File: config.mk
export PLATFORM = sky130hd
export DESIGN_NAME = cpa_front
export DESIGN_NICKNAME = d
export VERILOG_FILES = /design/src/rtl/cpa_pkg.sv /design/src/rtl/cpa_front.sv
export SDC_FILE = /design/constraint.sdc
export NUM_CORES = 1
export LEC_CHECK = 0
export ABC_AREA = 1
export CAP_MARGIN = 30
export CELL_PAD_IN_SITES_DETAIL_PLACEMENT = 2
export CELL_PAD_IN_SITES_GLOBAL_PLACEMENT = 2
export CORE_UTILIZATION = 24
export DETAILED_ROUTE_END_ITERATION = 8
export DONT_BUFFER_PORTS = 1
export GPL_ROUTABILITY_DRIVEN = 1
export PLACE_DENSITY = 0.91
export SETUP_SLACK_MARGIN = 0.1
export SYNTH_ARGS = -nofsm -noshare
export SYNTH_HDL_FRONTEND = slang
export SYNTH_SLANG_ARGS = --single-unit
export TNS_END_PERCENT = 50
File: constraint.sdc
create_clock -name vclk -period 1.2
set_input_delay 0.18 -clock vclk [all_inputs]
set_output_delay 0.18 -clock vclk [all_outputs]
set_load 0.1 [all_outputs]
File: src/rtl/cpa_pkg.sv
// Shared types, codes and defaults of the contiguous page allocator.
// No dependencies; used by every module of the block but cpa_ram.
`default_nettype none

package cpa_pkg;

   localparam int TOTAL_FRAMES_DEFAULT = 1024;
   localparam int CMD_QUEUE_DEPTH      = 2;

   localparam logic OP_ALLOC = 1'b0;
   localparam logic OP_FREE  = 1'b1;

   localparam logic [1:0] ST_OK       = 2'd0;
   localparam logic [1:0] ST_NOSPACE  = 2'd1;
   localparam logic [1:0] ST_NOTALLOC = 2'd2;
   localparam logic [1:0] ST_RESERVED = 2'd3;

   localparam logic [1:0] CMD_ALLOC  = 2'd0;
   localparam logic [1:0] CMD_FREE   = 2'd1;
   localparam logic [1:0] CMD_REJECT = 2'd2;

   localparam logic [10:0] USED_MAX = 11'd2047;

   typedef struct packed {
      logic [2:0]  pad;
      logic [15:0] owner_id;
      logic [9:0]  page_index;
      logic [10:0] page_count;
   } req_payload_type;

   typedef struct packed {
      logic [2:0]  pad;
      logic [10:0] used_pages;
      logic [9:0]  first_frame;
   } rsp_payload_type;

   typedef struct packed {
      logic [1:0]  kind;
      logic [1:0]  status;
      logic [10:0] page_count;
      logic [9:0]  page_index;
      logic [15:0] owner_id;
   } cmd_type;

   typedef struct packed {
      logic [15:0] owner_id;
      logic [10:0] run_length;
      logic        taken;
   } frame_type;

endpackage

`default_nettype wire

File: src/rtl/cpa_front.sv
// Front part: accepts request beats and classifies them into commands.
// Depends on cpa_pkg for payload layout, codes and the command type.
`default_nettype none

module cpa_front #(
   parameter int TOTAL_FRAMES = cpa_pkg::TOTAL_FRAMES_DEFAULT
) (
   input  wire logic             req_tvalid,
   output logic                  req_tready,
   input  wire logic [39:0]      req_tdata,
   input  wire logic             req_tuser,
   input  wire logic [10:0]      boundary,
   input  wire logic             clearing,
   input  wire logic             queue_full,
   output logic                  push,
   output cpa_pkg::cmd_type      push_cmd
);

   cpa_pkg::req_payload_type payload;

   assign payload    = cpa_pkg::req_payload_type'(req_tdata);
   assign req_tready = !clearing && !queue_full;
   assign push       = req_tvalid && req_tready;

   always_comb begin
      push_cmd.kind       = cpa_pkg::CMD_REJECT;
      push_cmd.status     = cpa_pkg::ST_OK;
      push_cmd.page_count = payload.page_count;
      push_cmd.page_index = payload.page_index;
      push_cmd.owner_id   = payload.owner_id;
      if (req_tuser == cpa_pkg::OP_ALLOC) begin
         if (payload.page_count == '0) begin
            push_cmd.status = cpa_pkg::ST_NOSPACE;
         end else begin
            push_cmd.kind = cpa_pkg::CMD_ALLOC;
         end
      end else begin
         if ({1'b0, payload.page_index} < boundary) begin
            push_cmd.status = cpa_pkg::ST_RESERVED;
         end else if (32'(payload.page_index) >= 32'(TOTAL_FRAMES)) begin
            push_cmd.status = cpa_pkg::ST_NOTALLOC;
         end else begin
            push_cmd.kind = cpa_pkg::CMD_FREE;
         end
      end
   end

endmodule

`default_nettype wire

==> qor.yml <==
period_minus_slack_ns: 1.47
fin_nets: 131
fill_cells: 282
via_per_inst: 4.69
wl_per_cell_um: 12.8
violations: "setup timing"
dieArea_um2: 2800
dp_cells: 95
grt_overflow: 0
avgSynthCellArea_um2: 6.41
synth_seq_area_share_pct: 0
mostFrequentLayoutCells: "nand2_2 (8), ha_4 (8), inv_1 (7), nand2_1 (7), inv_2 (6)"
cap_violations: 0
worstSetupPathType: "in2out"
ios: 98
hold_path.class: "in2out"
finalHoldViolCount: 0
synth.distinct_cells: 13
n_antenna_cell: 0
synthCells: 97
gr-usage-met2_pct: 16.9
placeableCoreArea_um2: 2450
grtUsageMet1_pct: 8.92
postRouteAntennaNets: 0
core.rowCount: 18
rsz0062_at_grt: "yes"
yosysWarnings: 0
ys_top_cells_by_area: "buf_4 (46%), ha_1 (18%), inv_1 (10%), nand2_1 (9.7%), nor4_1 (3.0%)"
synthesis.nets: 161
area.sequential_um2: 0
drive_gt1_share_pct: 61.5
clock_buffers: 0
first_pass_iters: 3
synthMuxAreaShare_pct: 0
routed_wl_mm: 1.22
synth_area_um2: 622
path_cells: "inv_2 -> ha_4 -> nand4_4 -> nor2_1 -> nand2_1 -> nand4_1 -> clkinvlp_4 -> buf_12"
instances_no_fill: 95
area_growth_pct: 8.65
irDropWorstVdd_mv: 0.214
numPortBuffers: 0
synth.top_cell.area_share_pct: 45.9
status: "complete, but fails checks"
grt_pass1_vias: 428
critPathTopFamily: "simple AND/OR/NAND/NOR gates"
synth_top_family_by_area: "buffers and inverters"
relSlewSlack_pct: 81.2
p_per_area_nw_per_um2: 490
grt_max_degree: 4
postCtsSetupBuffers: 0
endpoint_kind: "output pin"
dieHeight_um: 52.9
total_power_mw: 0.331
maxSlewViolCount: 0
cp_max_fo: 2
gp_congestion: 0.596
min_period_over_period_pct: 123
critPathMaxStageDelay_ns: 0.27
synth_top_area_cell: "buf_4"
place.detailed.hpwl_mm: 1.17
vias: 446
worst-path-buf-inv: 3
cp_slowest_cell: "ha_4"
p_leak_nw: 0.282
grt_pass1_wl_mm: 1.88
stdcell_area_um2: 676
n_sequential_cell: 0
final-setup-viol-count: 4
start_kind: "primary input"
grt_busiest_layer: "met2"
tightest_slew_ns: 0.280
cp.required_ns: 1.02
synth-compound-area-share_pct: 3.42
yosys.area_share.adder_pct: 18.1
cp.arrival_ns: 1.29
finalWorstSetupSlack_ns: -0.273
route.detailed.drc: 0
place_area_um2: 621
drt_iter0_drc: 6
met3_usage_pct: 4.02
synth_xor_area_share_pct: 0
grt_usage_pct: 8.78
max_freq_mhz: 679
die_w_um: 52.9
ctsHoldBuffers: 0
initial_utilization_pct: 25.3
synthSimpleGateAreaFrac_pct: 21.1
antenna_found_initial: 0
path summary, 6_finish.rpt:
| kind | start | to | depth (start not counted) |
|---|---|---|---|
| max | boundary[8] | push_cmd[38] | 8 |
| min | req_tdata[22] | push_cmd[1] | 0 |
repair_timing:
item                                    in CTS  in global routing
gates resized for setup                      9                  7
pin swaps                                   13                 12
endpoints found under the setup margin       4                  4
metal layers:
| metal | vias to the layer above | part of all wire, % |
|---|---|---|
| met1 | 209 | 29 |
| met4 | 0 | 0 |
| li1 | 196 | - |
| met5 | - | 0 |
| met2 | 41 | 56 |
| met3 | 0 | 14 |
report_power, final:
part / internal [mW] / switching (mW)
registers: 0 / 0
logic: 0.136 / 0.195
clock network: 0 / 0
synthesized netlist by cell type:
master and count:
buf_4 38, inv_1 17, nand2_1 16, ha_1 9
nand3_1 3, nor2_1 3, nor4_1 3, a21oi_1 2
inv_2 2, a21boi_2 1, nand4_1 1, nand4_2 1
nor3b_1 1
logic make-up (layout without fill, tap and decap cells):
kind of cell | after synthesis | after routing
and+or+nand+nor | 28 | 28
AOI/OAI and AO/OA | 3 | 3
adders and majority gates | 9 | 9
buffers and inverters | 57 | 25
final cells by class:
| type | instances | area [um^2] | share of cell area, % |
|---|---|---|---|
| Inverter | 19 | 111 | 16.5 |
| Timing Repair Buffer | 6 | 108 | 15.9 |
| Multi-Input combinational cell | 40 | 419 | 62.0 |
| Tap cell | 30 | 37.5 | 5.56 |
through the flow:
| stage | hold WS [ns] | worst slack, ns | setup TNS (ns) | util, % |
|---|---|---|---|---|
| 2_1_floorplan | 0.532 | -0.411 | -1.57 | - |
| 3_3_place_gp | 0.361 | -0.275 | -0.967 | 25.3 |
| 3_5_place_dp | 0.361 | -0.319 | -1.14 | 25.3 |
| 4_1_cts | 0.361 | -0.300 | -1.04 | 26.8 |
| 5_1_grt | 0.360 | -0.346 | -1.23 | 27.5 |
| 6_report | 0.360 | -0.273 | -0.911 | 27.5 |
Power figures use the tool's default switching activity.
