$ cat src/rtl/cpa_pkg.sv
// Shared types, codes and defaults of the contiguous page allocator.
// No dependencies; used by every module of the block but cpa_ram.
`default_nettype none

package cpa_pkg;

   localparam int TOTAL_FRAMES_DEFAULT = 1024;
   localparam int CMD_QUEUE_DEPTH      = 2;

   localparam logic OP_ALLOC = 1'b0;
   localparam logic OP_FREE  = 1'b1;

   localparam logic [1:0] ST_OK       = 2'd0;
   localparam logic [1:0] ST_NOSPACE  = 2'd1;
   localparam logic [1:0] ST_NOTALLOC = 2'd2;
   localparam logic [1:0] ST_RESERVED = 2'd3;

   localparam logic [1:0] CMD_ALLOC  = 2'd0;
   localparam logic [1:0] CMD_FREE   = 2'd1;
   localparam logic [1:0] CMD_REJECT = 2'd2;

   localparam logic [10:0] USED_MAX = 11'd2047;

   typedef struct packed {
      logic [2:0]  pad;
      logic [15:0] owner_id;
      logic [9:0]  page_index;
      logic [10:0] page_count;
   } req_payload_type;

   typedef struct packed {
      logic [2:0]  pad;
      logic [10:0] used_pages;
      logic [9:0]  first_frame;
   } rsp_payload_type;

   typedef struct packed {
      logic [1:0]  kind;
      logic [1:0]  status;
      logic [10:0] page_count;
      logic [9:0]  page_index;
      logic [15:0] owner_id;
   } cmd_type;

   typedef struct packed {
      logic [15:0] owner_id;
      logic [10:0] run_length;
      logic        taken;
   } frame_type;

endpackage

`default_nettype wire

$ cat src/rtl/cpa_cmd_queue.sv
// Short command queue between the front and back parts of the allocator.
// Depends on cpa_pkg for the command type and depth.
`default_nettype none

module cpa_cmd_queue (
   input  wire logic            clock,
   input  wire logic            reset,
   input  wire logic            push,
   input  wire cpa_pkg::cmd_type push_cmd,
   input  wire logic            pop,
   output cpa_pkg::cmd_type     head,
   output logic                 full,
   output logic                 empty
);

   localparam int DEPTH = cpa_pkg::CMD_QUEUE_DEPTH;
   localparam int PW    = (DEPTH > 1) ? $clog2(DEPTH) : 1;
   localparam int CW    = $clog2(DEPTH + 1);

   cpa_pkg::cmd_type mem_ff [DEPTH];
   logic [PW-1:0]    wr_ptr_ff, wr_ptr_in;
   logic [PW-1:0]    rd_ptr_ff, rd_ptr_in;
   logic [CW-1:0]    fill_ff, fill_in;

   assign full  = (fill_ff == CW'(DEPTH));
   assign empty = (fill_ff == '0);
   assign head  = mem_ff[rd_ptr_ff];

   always_comb begin
      wr_ptr_in = wr_ptr_ff;
      rd_ptr_in = rd_ptr_ff;
      fill_in   = fill_ff;
      if (push) begin
         wr_ptr_in = (wr_ptr_ff == PW'(DEPTH - 1)) ? '0 : wr_ptr_ff + 1'b1;
      end
      if (pop) begin
         rd_ptr_in = (rd_ptr_ff == PW'(DEPTH - 1)) ? '0 : rd_ptr_ff + 1'b1;
      end
      if (push && !pop) begin
         fill_in = fill_ff + 1'b1;
      end else if (pop && !push) begin
         fill_in = fill_ff - 1'b1;
      end
   end

   always_ff @(posedge clock) begin
      if (reset) begin
         wr_ptr_ff <= '0;
         rd_ptr_ff <= '0;
         fill_ff   <= '0;
      end else begin
         wr_ptr_ff <= wr_ptr_in;
         rd_ptr_ff <= rd_ptr_in;
         fill_ff   <= fill_in;
      end
   end

   always_ff @(posedge clock) begin
      if (push) begin
         mem_ff[wr_ptr_ff] <= push_cmd;
      end
   end

endmodule

`default_nettype wire

$ cat config.mk
export PLATFORM = sky130hd
export DESIGN_NAME = cpa_cmd_queue
export DESIGN_NICKNAME = d
export VERILOG_FILES = /design/src/rtl/cpa_pkg.sv /design/src/rtl/cpa_cmd_queue.sv
export SDC_FILE = /design/constraint.sdc
export NUM_CORES = 1
export LEC_CHECK = 0
export BUFFER_PORTS_ARGS = -buffer_cell sky130_fd_sc_hd__buf_2
export CORE_UTILIZATION = 40
export DETAILED_ROUTE_END_ITERATION = 10
export PLACE_DENSITY = 0.72
export RECOVER_POWER = 25
export SYNTH_ARGS = -nofsm -noshare
export SYNTH_HDL_FRONTEND = slang
export SYNTH_SLANG_ARGS = --single-unit
$ cat constraint.sdc
create_clock -name clock -period 3.04 [get_ports clock]
set_input_delay 0.152 -clock clock [delete_from_list [all_inputs] [get_ports clock]]
set_output_delay 0.152 -clock clock [all_outputs]
set_load 0.01 [all_outputs]
==> metrics.csv, run 1 <==
metric,value,unit
critical_path.startpoint_type,flip-flop,
p_per_area,594.8,nW/um2
power_leakage,1.596,nW
setup_viol,0,
critical-path-slowest-cell,dfxtp_2,
routabilityCongestion,0.6304,
yosys-top-cells-count,"edfxtp_1, mux2_2, buf_2, dfxtp_1, nor2_1",
number_of_antenna_violations_at_the_first_check_in_global_routing,0,
via_per_inst,4.385,
cp_data_arrival_time,1920,ps
synth_nets,196,
final_layout_size_suffix_gt1_frac,0.4276,
area_growth_from_synthesis_to_layout,36.35,%
grt_setup_unrepaired,false,
clock-skew-final,6.305,ps
num_vias,1719,
synthMostInstantiatedCell,edfxtp_1,
clock_tree_from_tritoncts,built,
synthDominantAreaCellType,edfxtp_1,
row_count,32,
cp_data_required_time,2890,ps
synth_edf_count,82,
min-delay-path-class,in2reg,
finalWorstSetupSlack,972.1,ps
max_freq,483.6,MHz
synthArstFlopShare,0,
ys_top_cells_by_area,"edfxtp_1, mux2_2, dfxtp_1",
grt_usage,0.1396,
global_route.usage.met2,0.2468,
cts-buffers-inserted,9,
place.port_buffers,87,
grt_util_met1,0.1562,
dpl.cell_count,335,
wl,5.315,mm
ctsLongestPathBuffers,2,
clkSinkCount,87,
period_minus_slack,2068,ps
drv_slew,0,
synthesis.instances,150,
post_route_worst_hold_slack,28.25,ps
initialDrtViolationCount,61,
clk_pin_slew_worst_paths,80,ps
synthesized_area_per_cell,21.05,um2
die_w,90.84,um
ant_nets,0,
critical_path.cell_chain,"mux2_2, buf_2",
n_antenna_cell,0,
floorplan.core_area,7687,um2
total_power,2.560,mW
final.fill_count,652,
timing.max_cap.violations,0,
run_status,"complete, no violations",
endpoint_kind,primary output,
wl_per_cell,13.56,um
final-hold-violation-count,0,
synth.cell_area,3157,um2
synth_cell_types,16,
final_cells,392,
critPathKind,reg2out,
fin_setup_tns,0,ps
timing.critical_path.buf_inv,1,
first_pass_grt_wire_length,8.549,mm
final_net_count,331,
cp_slowest_stage_delay,980,ps
ys_ff_latch,87,
ir_drop,288.8,uV
starting_utilization_of_the_core_area,0.4106,
globalRouteOverflowTotal,0,
postLayoutCellArea,4304,um2
fin_crit_share,0.6802,
clkLatencyLatePin,340,ps
ioPinCount,88,
place.detailed.hpwl,3.053,mm
route.detailed.drc,0,
worst_pin_slew,1003,ps
first_global_vias,1840,
cts_root_buf,clkbuf_8,
critical_path_peak_fanout,41,
sequential_share_of_the_synthesized_area,0.8117,
final_core_utilization,0.5599,
ys_warn_count,0,
global_routing_met3_resource_utilization,0.03283,
yosysTopAreaCellShare,0.7800,
cts_max_level,3,
post_cts.resized_instances,0,
floorplan.die_area,8251,um2
grt_busiest_layer,met2,
cpLargestDelayFamily,flip-flops,
placedInstanceArea,3712,um2
detailed_routing_iteration_count_for_the_pre_antenna_repair_pass,4,
maxSlewHeadroom,0.3312,
most_used_dff_post_synth,edfxtp_1,
fp.dieH,90.84,um
grt_max_degree,42,
dp_worst_setup_slack,1267,ps
-- routing by layer --
metal,vias up,share of wire
li1,850,-
met1,814,0.41
met2,50,0.53
met3,5,0.046
met4,0,0.0081
met5,-,0
-- kinds of logic (layout without fill, tap and decap cells) --
logic type                 count (synthesis)  count (layout)  share of synthesized area
adders and majority gates                  1               1                   0.003963
AOI/OAI and AO/OA                          2               2                   0.003168
buffers and inverters                      6             146                   0.009114
DFF                                       87              87                     0.8117
xor gates and xnor gates                   4               4                    0.01110
muxes                                     41              41                     0.1463
and+or+nand+nor                            9               9                    0.01467
-- cells in the final DEF (no fill, tap or decap), drive strengths merged --
cell,n
mux2,41
clkinv,3
dlygate4sd3,41
a21oi,1
and2b,1
o21ai,1
nor2,5
inv,1
edfxtp,82
clkbuf,29
xor2,2
bufinv,2
nor2b,1
buf,70
xnor2,2
ha,1
or3,1
dfxtp,5
and2,1
-- final cells by class --
| class | count | area, um2 | area share |
|---|---|---|---|
| clock buffer | 11 | 131.4 | 0.03052 |
| clock inverter | 5 | 72.57 | 0.01686 |
| inverter | 1 | 3.754 | 0.0008721 |
| multi-input combinational | 57 | 574.3 | 0.1334 |
| sequential | 87 | 2564 | 0.5956 |
| tap | 102 | 127.6 | 0.02965 |
| timing repair buffer | 129 | 830.8 | 0.1930 |
-- path summary, 6_finish.rpt --
kind	startpoint	end	slack, ps	cells past startpoint
max	flip-flop	head[38]	970	2
min	reset	flip-flop	30	2
max reg2reg	wr_ptr_ff	mem_ff[1][36]	1400	1
min reg2reg	fill_ff[1]	fill_ff[1]	520	2
-- power by group --
group | internal, mW | total (mW) | switching, mW
Clock | 0.457 | 0.826 | 0.369
Sequential | 1.39 | 1.43 | 0.0403
Combinational | 0.166 | 0.299 | 0.134
Total | 2.02 | 2.56 | 0.543
-- state kept, by name (all words and copies together) (netlist names), named ones only --
| name | cells |
|---|---|
| wr_ptr_ff | 1 |
| rd_ptr_ff | 1 |
| mem_ff | 82 |
| fill_ff | 2 |
-- what timing repair did --
action,CTS,global route
hold buffers,41,0
hold endpoints to repair,81,0
setup buffers,0,0
(Power assumes the default switching activity.)
==> inputs of run 2 (changes only) <==
- PLACE_DENSITY: 0.72 -> 0.74
- clock period: 3.04 -> 1.8 ns (I/O delays scaled with it)
==> metrics.csv, run 2 (same netlist as run 1, synthesis figures left out) <==
metric,value,unit,change
run_status,"complete, no violations",,
clkLatencyLatePin,340,ps,about the same
finalWorstSetupSlack,257.0,ps,-715.2 ps
dp_worst_setup_slack,463.6,ps,-803.6 ps
clkSinkCount,87,,unchanged
grt_setup_unrepaired,false,,
route.detailed.drc,0,,unchanged
grt_max_degree,42,,unchanged
critical_path_peak_fanout,41,,unchanged
commonest_non_fill_non_tap_cells_in_the_layout,"edfxtp_1, buf_2, dlygate4sd3_1",,
critPathKind,reg2out,,
ir_drop,694.9,uV,+140%
n_antenna_cell,0,,unchanged
globalRouteOverflowTotal,0,,unchanged
final_cells,396,,+1.0%
clock_tree_from_tritoncts,built,,
cp_data_arrival_time,1450,ps,-470 ps
largest_register_ffs,82,,unchanged
timing.critical_path.buf_inv,2,,+1
worst_pin_slew,413.6,ps,-589.6 ps
number_of_antenna_violations_at_the_first_check_in_global_routing,0,,unchanged
cts_hold_repair.buffers,42,,+2.4%
post_route_worst_hold_slack,35.79,ps,+7.535 ps
cp_data_required_time,1710,ps,-1180 ps
via_per_inst,4.523,,+3.1%
critical_path.cell_chain,"buf_12, mux2_2, buf_2",,
floorplan.die_area,8251,um2,unchanged
cts-buffers-inserted,9,,unchanged
final_layout_size_suffix_gt1_frac,0.4626,,+0.03500
drv_slew,0,,unchanged
first_pass_grt_wire_length,8.694,mm,+1.7%
place.detailed.hpwl,3.257,mm,+6.7%
p_per_area,994.4,nW/um2,+67%
max_freq,648.1,MHz,
ff2ff_setup_slack,480,ps,-920 ps
min-delay-path-class,in2reg,,
largest_registers,"mem_ff: 82 flops, fill_ff: 2 flops",,
post_cts.resized_instances,0,,unchanged
clock-skew-final,8.267,ps,+1.962 ps
starting_utilization_of_the_core_area,0.4106,,unchanged
final_common_cell,edfxtp_1,,
final.fill_count,644,,-1.2%
floorplan.core_area,7687,um2,unchanged
period_minus_slack,1543,ps,
clk_pin_slew_worst_paths,80,ps,about the same
wl_per_cell,13.34,um,-1.6%
fin_setup_tns,0,ps,unchanged
fp.dieH,90.84,um,unchanged
final-hold-violation-count,0,,unchanged
row_count,32,,unchanged
cpLargestDelayFamily,buffers and inverters,,
initialDrtViolationCount,35,,-43%
critical-path-slowest-cell,mux2_2,,
routabilityCongestion,0.6372,,+1.1%
power_leakage,1.644,nW,+3.0%
area_growth_from_synthesis_to_layout,39.28,%,
cp_slowest_stage_delay,380,ps,-600 ps
detailed_routing_iteration_count_for_the_pre_antenna_repair_pass,4,,unchanged
maxSlewHeadroom,0.7243,,+0.3931
num_vias,1791,,+4.2%
first_global_vias,1929,,+4.8%
grt_usage,0.1421,,+0.002434
cts_max_level,3,,unchanged
ant_nets,0,,unchanged
place.port_buffers,87,,unchanged
setup_viol,0,,unchanged
postCtsSetupRepairBufs,0,,unchanged
top_register,mem_ff,,
wl,5.282,mm,-0.62%
die_w,90.84,um,unchanged
critical_path.startpoint_type,flip-flop,,
endpoint_kind,primary output,,
fin_crit_share,0.8572,,
final_net_count,336,,+1.5%
ioPinCount,88,,unchanged
dpl.cell_count,339,,+1.2%
ctsLongestPathBuffers,2,,unchanged
cts_root_buf,clkbuf_8,,
timing.max_cap.violations,0,,unchanged
==> run 2: cell count changes in the layout (fill, tap and decap cells not counted) <==
cell,before,now
dlygate4sd3_1,41,42
clkbuf_1,20,13
buf_2,69,73
buf_12,0,3
clkbuf_2,0,2
buf_4,1,2
clkinv_2,1,0
clkinv_1,2,0
clkinvlp_4,0,2
clkinv_4,0,1
==> run 2: worst paths after layout <==
kind,start,endpoint,depth (start not counted)
max,flip-flop,head[20],3
min,pop,flip-flop,3
max reg2reg,wr_ptr_ff,mem_ff[1][3],2
min reg2reg,fill_ff[1],fill_ff[1],2
==> run 2: worst min-delay path: stages <==
cell and delay [ps]:
buf_2 100, xnor2_1 70, nor2_1 70
==> run 2: power by group <==
part           leakage, nW  switching, mW  internal (mW)
Clock               0.0986          0.640          0.776
Combinational        0.734          0.265          0.304
Sequential           0.811         0.0346           2.35
Total                 1.64          0.939           3.43
==> run 2: layer usage <==
metal / global-route usage / part of all wire
met5: 0 / 0
met4: 0.07540 / 0.020
met3: 0.03788 / 0.039
met2: 0.2670 / 0.55
met1: 0.1412 / 0.39
==> run 2: per-stage QoR <==
stage | util | power (mW) | instance area (um2)
finish | 0.5719 | 4.372 | 4397
global route | 0.5719 | 4.551 | 4397
CTS | 0.5739 | 4.434 | 4412
detailed placement | 0.4917 | 2.945 | 3780
global placement | 0.4917 | 2.930 | 3780
floorplan | - | 2.711 | 3164
==> run 2: layout make-up <==
type	instances	area (um2)	area share
timing repair buffer	134	915.9	0.2083
clock buffer	10	127.6	0.02903
inverter	1	3.754	0.0008537
sequential	87	2564	0.5831
tap	102	127.6	0.02903
multi-input combinational	57	574.3	0.1306
clock inverter	5	83.83	0.01907
