`src/rtl/cpa_pkg.sv`:
```
// Shared types, codes and defaults of the contiguous page allocator.
// No dependencies; used by every module of the block but cpa_ram.
`default_nettype none

package cpa_pkg;

   localparam int TOTAL_FRAMES_DEFAULT = 1024;
   localparam int CMD_QUEUE_DEPTH      = 2;

   localparam logic OP_ALLOC = 1'b0;
   localparam logic OP_FREE  = 1'b1;

   localparam logic [1:0] ST_OK       = 2'd0;
   localparam logic [1:0] ST_NOSPACE  = 2'd1;
   localparam logic [1:0] ST_NOTALLOC = 2'd2;
   localparam logic [1:0] ST_RESERVED = 2'd3;

   localparam logic [1:0] CMD_ALLOC  = 2'd0;
   localparam logic [1:0] CMD_FREE   = 2'd1;
   localparam logic [1:0] CMD_REJECT = 2'd2;

   localparam logic [10:0] USED_MAX = 11'd2047;

   typedef struct packed {
      logic [2:0]  pad;
      logic [15:0] owner_id;
      logic [9:0]  page_index;
      logic [10:0] page_count;
   } req_payload_type;

   typedef struct packed {
      logic [2:0]  pad;
      logic [10:0] used_pages;
      logic [9:0]  first_frame;
   } rsp_payload_type;

   typedef struct packed {
      logic [1:0]  kind;
      logic [1:0]  status;
      logic [10:0] page_count;
      logic [9:0]  page_index;
      logic [15:0] owner_id;
   } cmd_type;

   typedef struct packed {
      logic [15:0] owner_id;
      logic [10:0] run_length;
      logic        taken;
   } frame_type;

endpackage

`default_nettype wire

```
`src/rtl/cpa_back.sv`:
```
// Back part: clears the frame map after reset, runs first-fit searches,
// marks and releases runs and holds the result register. Depends on cpa_pkg.
`default_nettype none

module cpa_back #(
   parameter int TOTAL_FRAMES = cpa_pkg::TOTAL_FRAMES_DEFAULT
) (
   input  wire logic                            clock,
   input  wire logic                            reset,
   input  wire logic [10:0]                     boundary,
   input  wire cpa_pkg::cmd_type                q_head,
   input  wire logic                            q_empty,
   output logic                                 q_pop,
   output logic                                 clearing,
   output logic                                 ram_we,
   output logic [$clog2(TOTAL_FRAMES)-1:0]      ram_waddr,
   output cpa_pkg::frame_type                   ram_wdata,
   output logic [$clog2(TOTAL_FRAMES)-1:0]      ram_raddr,
   input  wire cpa_pkg::frame_type              ram_rdata,
   output logic                                 rsp_tvalid,
   input  wire logic                            rsp_tready,
   output logic [23:0]                          rsp_tdata,
   output logic [1:0]                           rsp_tuser
);

   localparam int AW = $clog2(TOTAL_FRAMES);
   localparam logic [AW:0] TOT  = (AW + 1)'(TOTAL_FRAMES);
   localparam logic [AW:0] LAST = (AW + 1)'(TOTAL_FRAMES - 1);

   localparam logic [2:0] S_CLEAR = 3'd0;
   localparam logic [2:0] S_IDLE  = 3'd1;
   localparam logic [2:0] S_SCAN  = 3'd2;
   localparam logic [2:0] S_MARK  = 3'd3;
   localparam logic [2:0] S_FCHK  = 3'd4;
   localparam logic [2:0] S_FWALK = 3'd5;
   localparam logic [2:0] S_RESP  = 3'd6;

   logic [2:0]       state_ff, state_in;
   logic [AW:0]      addr_ff, addr_in;
   logic [AW:0]      daddr_ff, daddr_in;
   logic [AW:0]      run_ff, run_in;
   logic             pend_ff, pend_in;
   logic [10:0]      rem_ff, rem_in;
   cpa_pkg::cmd_type cmd_ff, cmd_in;
   logic [1:0]       status_ff, status_in;
   logic [9:0]       first_ff, first_in;
   logic [10:0]      alloc_ff, alloc_in;
   logic             rsp_valid_ff, rsp_valid_in;
   logic [1:0]       rsp_status_ff, rsp_status_in;
   logic [9:0]       rsp_first_ff, rsp_first_in;
   logic [10:0]      rsp_used_ff, rsp_used_in;

   logic             issue;
   logic [AW:0]      run_start;
   logic [11:0]      alloc_sum;
   logic [11:0]      used_sum;
   logic [10:0]      alloc_dec;

   cpa_pkg::rsp_payload_type rsp_payload;

   assign clearing  = (state_ff == S_CLEAR);
   assign run_start = daddr_ff + 1'b1 - (AW + 1)'(cmd_ff.page_count);
   assign alloc_sum = {1'b0, alloc_ff} + {1'b0, cmd_ff.page_count};
   assign used_sum  = {1'b0, alloc_ff} + {1'b0, boundary};
   assign alloc_dec = (alloc_ff != '0) ? alloc_ff - 1'b1 : alloc_ff;

   always_comb begin
      state_in      = state_ff;
      addr_in       = addr_ff;
      daddr_in      = daddr_ff;
      run_in        = run_ff;
      pend_in       = pend_ff;
      rem_in        = rem_ff;
      cmd_in        = cmd_ff;
      status_in     = status_ff;
      first_in      = first_ff;
      alloc_in      = alloc_ff;
      rsp_valid_in  = rsp_valid_ff && !rsp_tready;
      rsp_status_in = rsp_status_ff;
      rsp_first_in  = rsp_first_ff;
      rsp_used_in   = rsp_used_ff;
      q_pop         = 1'b0;
      issue         = 1'b0;
      ram_we        = 1'b0;
      ram_waddr     = addr_ff[AW-1:0];
      ram_wdata     = '0;
      ram_raddr     = addr_ff[AW-1:0];

      unique case (state_ff)
         S_CLEAR: begin
            ram_we = 1'b1;
            if (addr_ff == LAST) begin
               addr_in  = '0;
               state_in = S_IDLE;
            end else begin
               addr_in = addr_ff + 1'b1;
            end
         end
         S_IDLE: begin
            if (!q_empty) begin
               q_pop    = 1'b1;
               cmd_in   = q_head;
               first_in = '0;
               unique case (q_head.kind)
                  cpa_pkg::CMD_ALLOC: begin
                     addr_in  = (AW + 1)'(boundary);
                     run_in   = '0;
                     pend_in  = 1'b0;
                     state_in = S_SCAN;
                  end
                  cpa_pkg::CMD_FREE: begin
                     ram_raddr = AW'(q_head.page_index);
                     daddr_in  = (AW + 1)'(q_head.page_index);
                     addr_in   = (AW + 1)'(q_head.page_index) + 1'b1;
                     state_in  = S_FCHK;
                  end
                  default: begin
                     status_in = q_head.status;
                     state_in  = S_RESP;
                  end
               endcase
            end
         end
         S_SCAN: begin
            issue    = (addr_ff < TOT);
            pend_in  = issue;
            daddr_in = addr_ff;
            if (issue) begin
               addr_in = addr_ff + 1'b1;
            end
            if (pend_ff) begin
               if (ram_rdata.taken) begin
                  run_in = '0;
               end else if (32'(run_ff) + 32'd1 == 32'(cmd_ff.page_count)) begin
                  first_in = 10'(run_start);
                  addr_in  = run_start;
                  rem_in   = cmd_ff.page_count;
                  pend_in  = 1'b0;
                  alloc_in = alloc_sum[11] ? cpa_pkg::USED_MAX : alloc_sum[10:0];
                  state_in = S_MARK;
               end else begin
                  run_in = run_ff + 1'b1;
               end
            end else if (!issue) begin
               status_in = cpa_pkg::ST_NOSPACE;
               first_in  = '0;
               state_in  = S_RESP;
            end
         end
         S_MARK: begin
            ram_we               = 1'b1;
            ram_wdata.taken      = 1'b1;
            ram_wdata.run_length = cmd_ff.page_count;
            ram_wdata.owner_id   = cmd_ff.owner_id;
            addr_in              = addr_ff + 1'b1;
            rem_in               = rem_ff - 1'b1;
            if (rem_ff == 11'd1) begin
               status_in = cpa_pkg::ST_OK;
               state_in  = S_RESP;
            end
         end
         S_FCHK: begin
            if (!ram_rdata.taken) begin
               status_in = cpa_pkg::ST_NOTALLOC;
               state_in  = S_RESP;
            end else if (ram_rdata.run_length == '0) begin
               status_in = cpa_pkg::ST_OK;
               state_in  = S_RESP;
            end else begin
               ram_we    = 1'b1;
               ram_waddr = daddr_ff[AW-1:0];
               alloc_in  = alloc_dec;
               rem_in    = ram_rdata.run_length - 1'b1;
               pend_in   = 1'b0;
               state_in  = S_FWALK;
            end
         end
         S_FWALK: begin
            issue    = (rem_ff != '0) && (addr_ff < TOT);
            pend_in  = issue;
            daddr_in = addr_ff;
            if (issue) begin
               addr_in = addr_ff + 1'b1;
               rem_in  = rem_ff - 1'b1;
            end
            if (pend_ff) begin
               ram_we    = 1'b1;
               ram_waddr = daddr_ff[AW-1:0];
               if (ram_rdata.taken) begin
                  alloc_in = alloc_dec;
               end
            end else if (!issue) begin
               status_in = cpa_pkg::ST_OK;
               state_in  = S_RESP;
            end
         end
         S_RESP: begin
            if (!rsp_valid_ff || rsp_tready) begin
               rsp_valid_in  = 1'b1;
               rsp_status_in = status_ff;
               rsp_first_in  = first_ff;
               rsp_used_in   = used_sum[11] ? cpa_pkg::USED_MAX : used_sum[10:0];
               state_in      = S_IDLE;
            end
         end
         default: begin
            state_in = S_IDLE;
         end
      endcase
   end

   always_ff @(posedge clock) begin
      if (reset) begin
         state_ff     <= S_CLEAR;
         addr_ff      <= '0;
         pend_ff      <= 1'b0;
         alloc_ff     <= '0;
         rsp_valid_ff <= 1'b0;
      end else begin
         state_ff     <= state_in;
         addr_ff      <= addr_in;
         pend_ff      <= pend_in;
         alloc_ff     <= alloc_in;
         rsp_valid_ff <= rsp_valid_in;
      end
   end

   always_ff @(posedge clock) begin
      daddr_ff      <= daddr_in;
      run_ff        <= run_in;
      rem_ff        <= rem_in;
      cmd_ff        <= cmd_in;
      status_ff     <= status_in;
      first_ff      <= first_in;
      rsp_status_ff <= rsp_status_in;
      rsp_first_ff  <= rsp_first_in;
      rsp_used_ff   <= rsp_used_in;
   end

   always_comb begin
      rsp_payload             = '0;
      rsp_payload.first_frame = rsp_first_ff;
      rsp_payload.used_pages  = rsp_used_ff;
   end

   assign rsp_tvalid = rsp_valid_ff;
   assign rsp_tdata  = rsp_payload;
   assign rsp_tuser  = rsp_status_ff;

endmodule

`default_nettype wire

```
`config.mk`:
```
export PLATFORM = sky130hd
export DESIGN_NAME = cpa_back
export DESIGN_NICKNAME = d
export VERILOG_FILES = /design/src/rtl/cpa_pkg.sv /design/src/rtl/cpa_back.sv
export SDC_FILE = /design/constraint.sdc
export NUM_CORES = 1
export LEC_CHECK = 0
export BUFFER_PORTS_ARGS = -buffer_cell sky130_fd_sc_hd__buf_2
export CAP_MARGIN = 20
export CORE_MARGIN = 10
export CORE_UTILIZATION = 45
export CTS_BUF_LIST = sky130_fd_sc_hd__clkbuf_8 sky130_fd_sc_hd__clkbuf_16
export CTS_CLUSTER_SIZE = 14
export DETAILED_ROUTE_END_ITERATION = 6
export PLACE_DENSITY = 0.74
export RECOVER_POWER = 50
export SLEW_MARGIN = 20
export SYNTH_ARGS = -nofsm -noshare
export SYNTH_HDL_FRONTEND = slang
export SYNTH_SLANG_ARGS = --single-unit
```
`constraint.sdc`:
```
create_clock -name clock -period 3.15 [get_ports clock]
set_input_delay 0.1575 -clock clock [delete_from_list [all_inputs] [get_ports clock]]
set_output_delay 0.1575 -clock clock [all_outputs]
set_load 0.1 [all_outputs]
```
==> run_results.csv <==
group,metric,value,unit
placed_design,portBuffers,142,
pwr,ir_worst_vdd,0.381,mV
pwr,internal_power,0.00297,W
sta,finalCritPeriodShare,0.949,
critical_path,cpPeakStageDelay,530,ps
clock_tree,root_buffer,"clkbuf_16",
critical_path,required,3450,ps
yosys,seq_area_frac_synth,0.394,
floorplan,fp-row-count,50,
sta,maxSlewHeadroom,0.196,
floorplan,initial_core_util,0.459,
route,drtIter0Drc,960,
critical_path,worstSetupStartpointType,"flip-flop",
route,antenna_left,0,
clock_tree,clk_latency,430,ps
route,wirelength,27100,um
yosys,synth.area.top_cells,"edfxtp_1 (33%), ha_1 (7.3%), dfxtp_1 (6.3%)",
sta,final.min_clock_period,2990,ps
finish,nets,1235,
yosys,netlist.area_leader.share,0.331,
critical_path,endpoint_kind,"flip-flop",
yosys,yosys.area.top_type,"edfxtp_1",
critical_path,path_cells,"ha_1, inv_1, ha_1, fa_1, a21o_1, a21oi_1, buf_4, o211ai_1, xnor2_1, nor2_1, mux2i_1, a311oi_1",
pwr,p_switching,0.00100,W
sta,grt_setup_unrepaired,"false",
global_route,grt_pass1_wl,41700,um
route,firstDrtPassIters,5,
global_route,track_usage,0.212,
critical_path,path_class,"flip-flop to flip-flop",
floorplan,die_h,158,um
clock_tree,cts_buffer_depth,2,
clock_tree,clk_pin_slew,60,ps
yosys,synth.distinct_cells,76,
critical_path,critPathArrivalTime,3290,ps
pwr,p_seq_frac,0.437,
finish,stdcell_area,10900,um^2
critical_path,crit_path_top_delay_cell,"edfxtp_1",
finish,seq_area,3390,um^2
floorplan,dieArea,25100,um^2
route,wl_per_cell,20.1,um
pwr,p_sw_frac,0.252,
critical_path,rrSetupSlack,160,ps
sta,skew,8.69,ps
sta,tns,0,ps
yosys,ys.flop_type,"edfxtp_1",
global_route,gr-total-overflow,0,
finish,multi_input_area,4960,um^2
placed_design,placed_area,10100,um^2
placed_design,dp_hpwl,20400,um
clock_tree,htree_levels,4,
yosys,async_flop_share,0,
yosys,yosys_warnings,0,
hold_path,min-delay-path-class,"input port to flip-flop",
finish,syn2layout_area_growth,27.0,%
critical_path,crit_fanout,5,
finish,antenna_cells,0,
sta,slew_viol_final,0,
sta,hold_viol_final,0,
finish,final_common_cell,"nor2_1",
floorplan,pin_count,162,
finish,fin_cells,1345,
pwr,power_density,362,nW/um^2
pwr,pwr-share-clk,0.485,
outcome,outcome,"complete, no violations",
yosys,syn_inst,918,
yosys,avgSynthCellArea,9.39,um^2
sta,max_freq,0.335,GHz
clock_tree,cts_setup_buffers,0,
global_route,grt_pass1_vias,7703,
global_route,grt_max_degree,30,
finish,final_cell_mix,"nor2_1 (98), edfxtp_1 (95), buf_2 (93)",
run,cap_violations,0,
route,num_vias,8073,
finish,fill_cells,1576,
yosys,ys_ff_latch,122,
placed_design,gp_congestion,0.934,
yosys,netlist_area,8620,um^2
finish,drive_above_1_share,0.213,
critical_path,critPathMostFrequentCell,"ha_1",
sta,worst_pin_slew,1210,ps
clock_tree,tritoncts,"built",
yosys,synth_edf_count,95,
route,vias_per_cell,6.00,
sta,finalSetupViolations,0,
floorplan,die_w,158,um
pwr,p_leak,4.32,nW
clock_tree,clock-sinks,122,
pwr,power_frac_comb,0.077,
global_route,antenna_found_initial,0,
placed_design,place_inst,1286,
clock_tree,cts_inserted_buffers,17,
floorplan,core_area,18800,um^2
route,remaining_drc_errors,0,
[path summary, 6_finish.rpt]
kind	from	endpoint	cells past startpoint
max	cmd_ff[27]$_DFFE_PP_	addr_ff[7]$_SDFFE_PP0P_	12
min	q_head[37]	status_ff[0]$_DFFE_PP_	2
min reg2reg	first_ff[9]$_SDFFCE_PN0P_	rsp_first_ff[9]$_DFFE_PP_	0
max reg2reg	cmd_ff[27]$_DFFE_PP_	addr_ff[7]$_SDFFE_PP0P_	12
[cells by family (layout without fill, tap and decap cells)]
| family | Yosys count | after routing | synth area share |
|---|---|---|---|
| buffers and inverters | 91 | 282 | 0.0412 |
| AOI/OAI and AO/OA | 200 | 200 | 0.159 |
| xor gates and xnor gates | 81 | 81 | 0.0823 |
| adders and majority gates | 53 | 53 | 0.0795 |
| muxes | 40 | 40 | 0.0507 |
| and+or+nand+nor | 330 | 330 | 0.193 |
| DFF | 122 | 122 | 0.394 |
| other | 1 | 3 | 0.000435 |
[power by group through the flow]
stage | registers (W) | logic [W] | clock network, W
finish | 0.00173 | 0.000307 | 0.00193
floorplan | 0.00176 | 0.000158 | 0
global placement | 0.00177 | 0.000271 | 0
CTS | 0.00173 | 0.000303 | 0.00193
detailed placement | 0.00177 | 0.000276 | 0
global route | 0.00173 | 0.000326 | 0.00200
[stage by stage]
step / hold slack [ps] / total power, W / utilization / setup WS, ps
2_1_floorplan: 256 / 0.00192 / - / -249
3_3_place_gp: 334 / 0.00204 / 0.539 / 76.3
3_5_place_dp: 336 / 0.00204 / 0.539 / -5.34
4_1_cts: 52.3 / 0.00396 / 0.584 / 24.3
5_1_grt: 48.3 / 0.00406 / 0.583 / 4.08
6_report: 61.5 / 0.00397 / 0.583 / 161
[sequential cells by signal (all words and copies together), names as in the netlist, 2 cells and up]
name          flops
first_ff         10
rsp_tuser         2
cmd_ff           27
status_ff         2
run_ff           11
alloc_ff         11
rsp_first_ff     10
daddr_ff         11
state_ff          3
addr_ff          11
rem_ff           11
rsp_used_ff      11
[cell usage after synthesis (26+ instances only)]
| cell | count |
|---|---|
| and2_1 | 26 |
| nor2_1 | 100 |
| inv_1 | 43 |
| o21ai_0 | 35 |
| xnor2_1 | 48 |
| dfxtp_1 | 27 |
| mux2_2 | 29 |
| ha_1 | 50 |
| nand2_1 | 71 |
| edfxtp_1 | 95 |
| xor2_1 | 33 |
| clkbuf_1 | 39 |
| a21oi_1 | 42 |
[metal layers]
metal | share of wire | global-route usage | vias to the layer above
met5 | 0 | 0 | -
met1 | 0.43 | 0.281 | 3849
met3 | 0.10 | 0.0623 | 44
met4 | 0.016 | 0.0582 | 0
li1 | - | - | 3745
met2 | 0.45 | 0.328 | 435
[layout make-up]
| type | instances | share of cell area |
|---|---|---|
| tap | 234 | 0.0267 |
| timing repair buffer | 206 | 0.143 |
| multi-input combinational | 707 | 0.453 |
| clock inverter | 13 | 0.00948 |
| inverter | 44 | 0.0151 |
| sequential | 122 | 0.310 |
| clock buffer | 19 | 0.0434 |
[worst max-delay path: cells and delay by family, from the launching register on]
family,cells,cell delay (ps)
XOR/XNOR,1,370
multiplexers,1,170
AO/OA/AOI/OAI,4,580
adder cells (fa/ha/maj),3,950
buffers and inverters,2,190
AND/OR/NAND/NOR,1,80
flip-flops,1,530
[what timing repair did]
action,in CTS,in global routing
hold buffers,27,0
setup endpoints to repair,4,44
hold endpoints to repair,27,0
pin swaps,0,0
gates resized for setup,1,12
(Power assumes the default switching activity.)
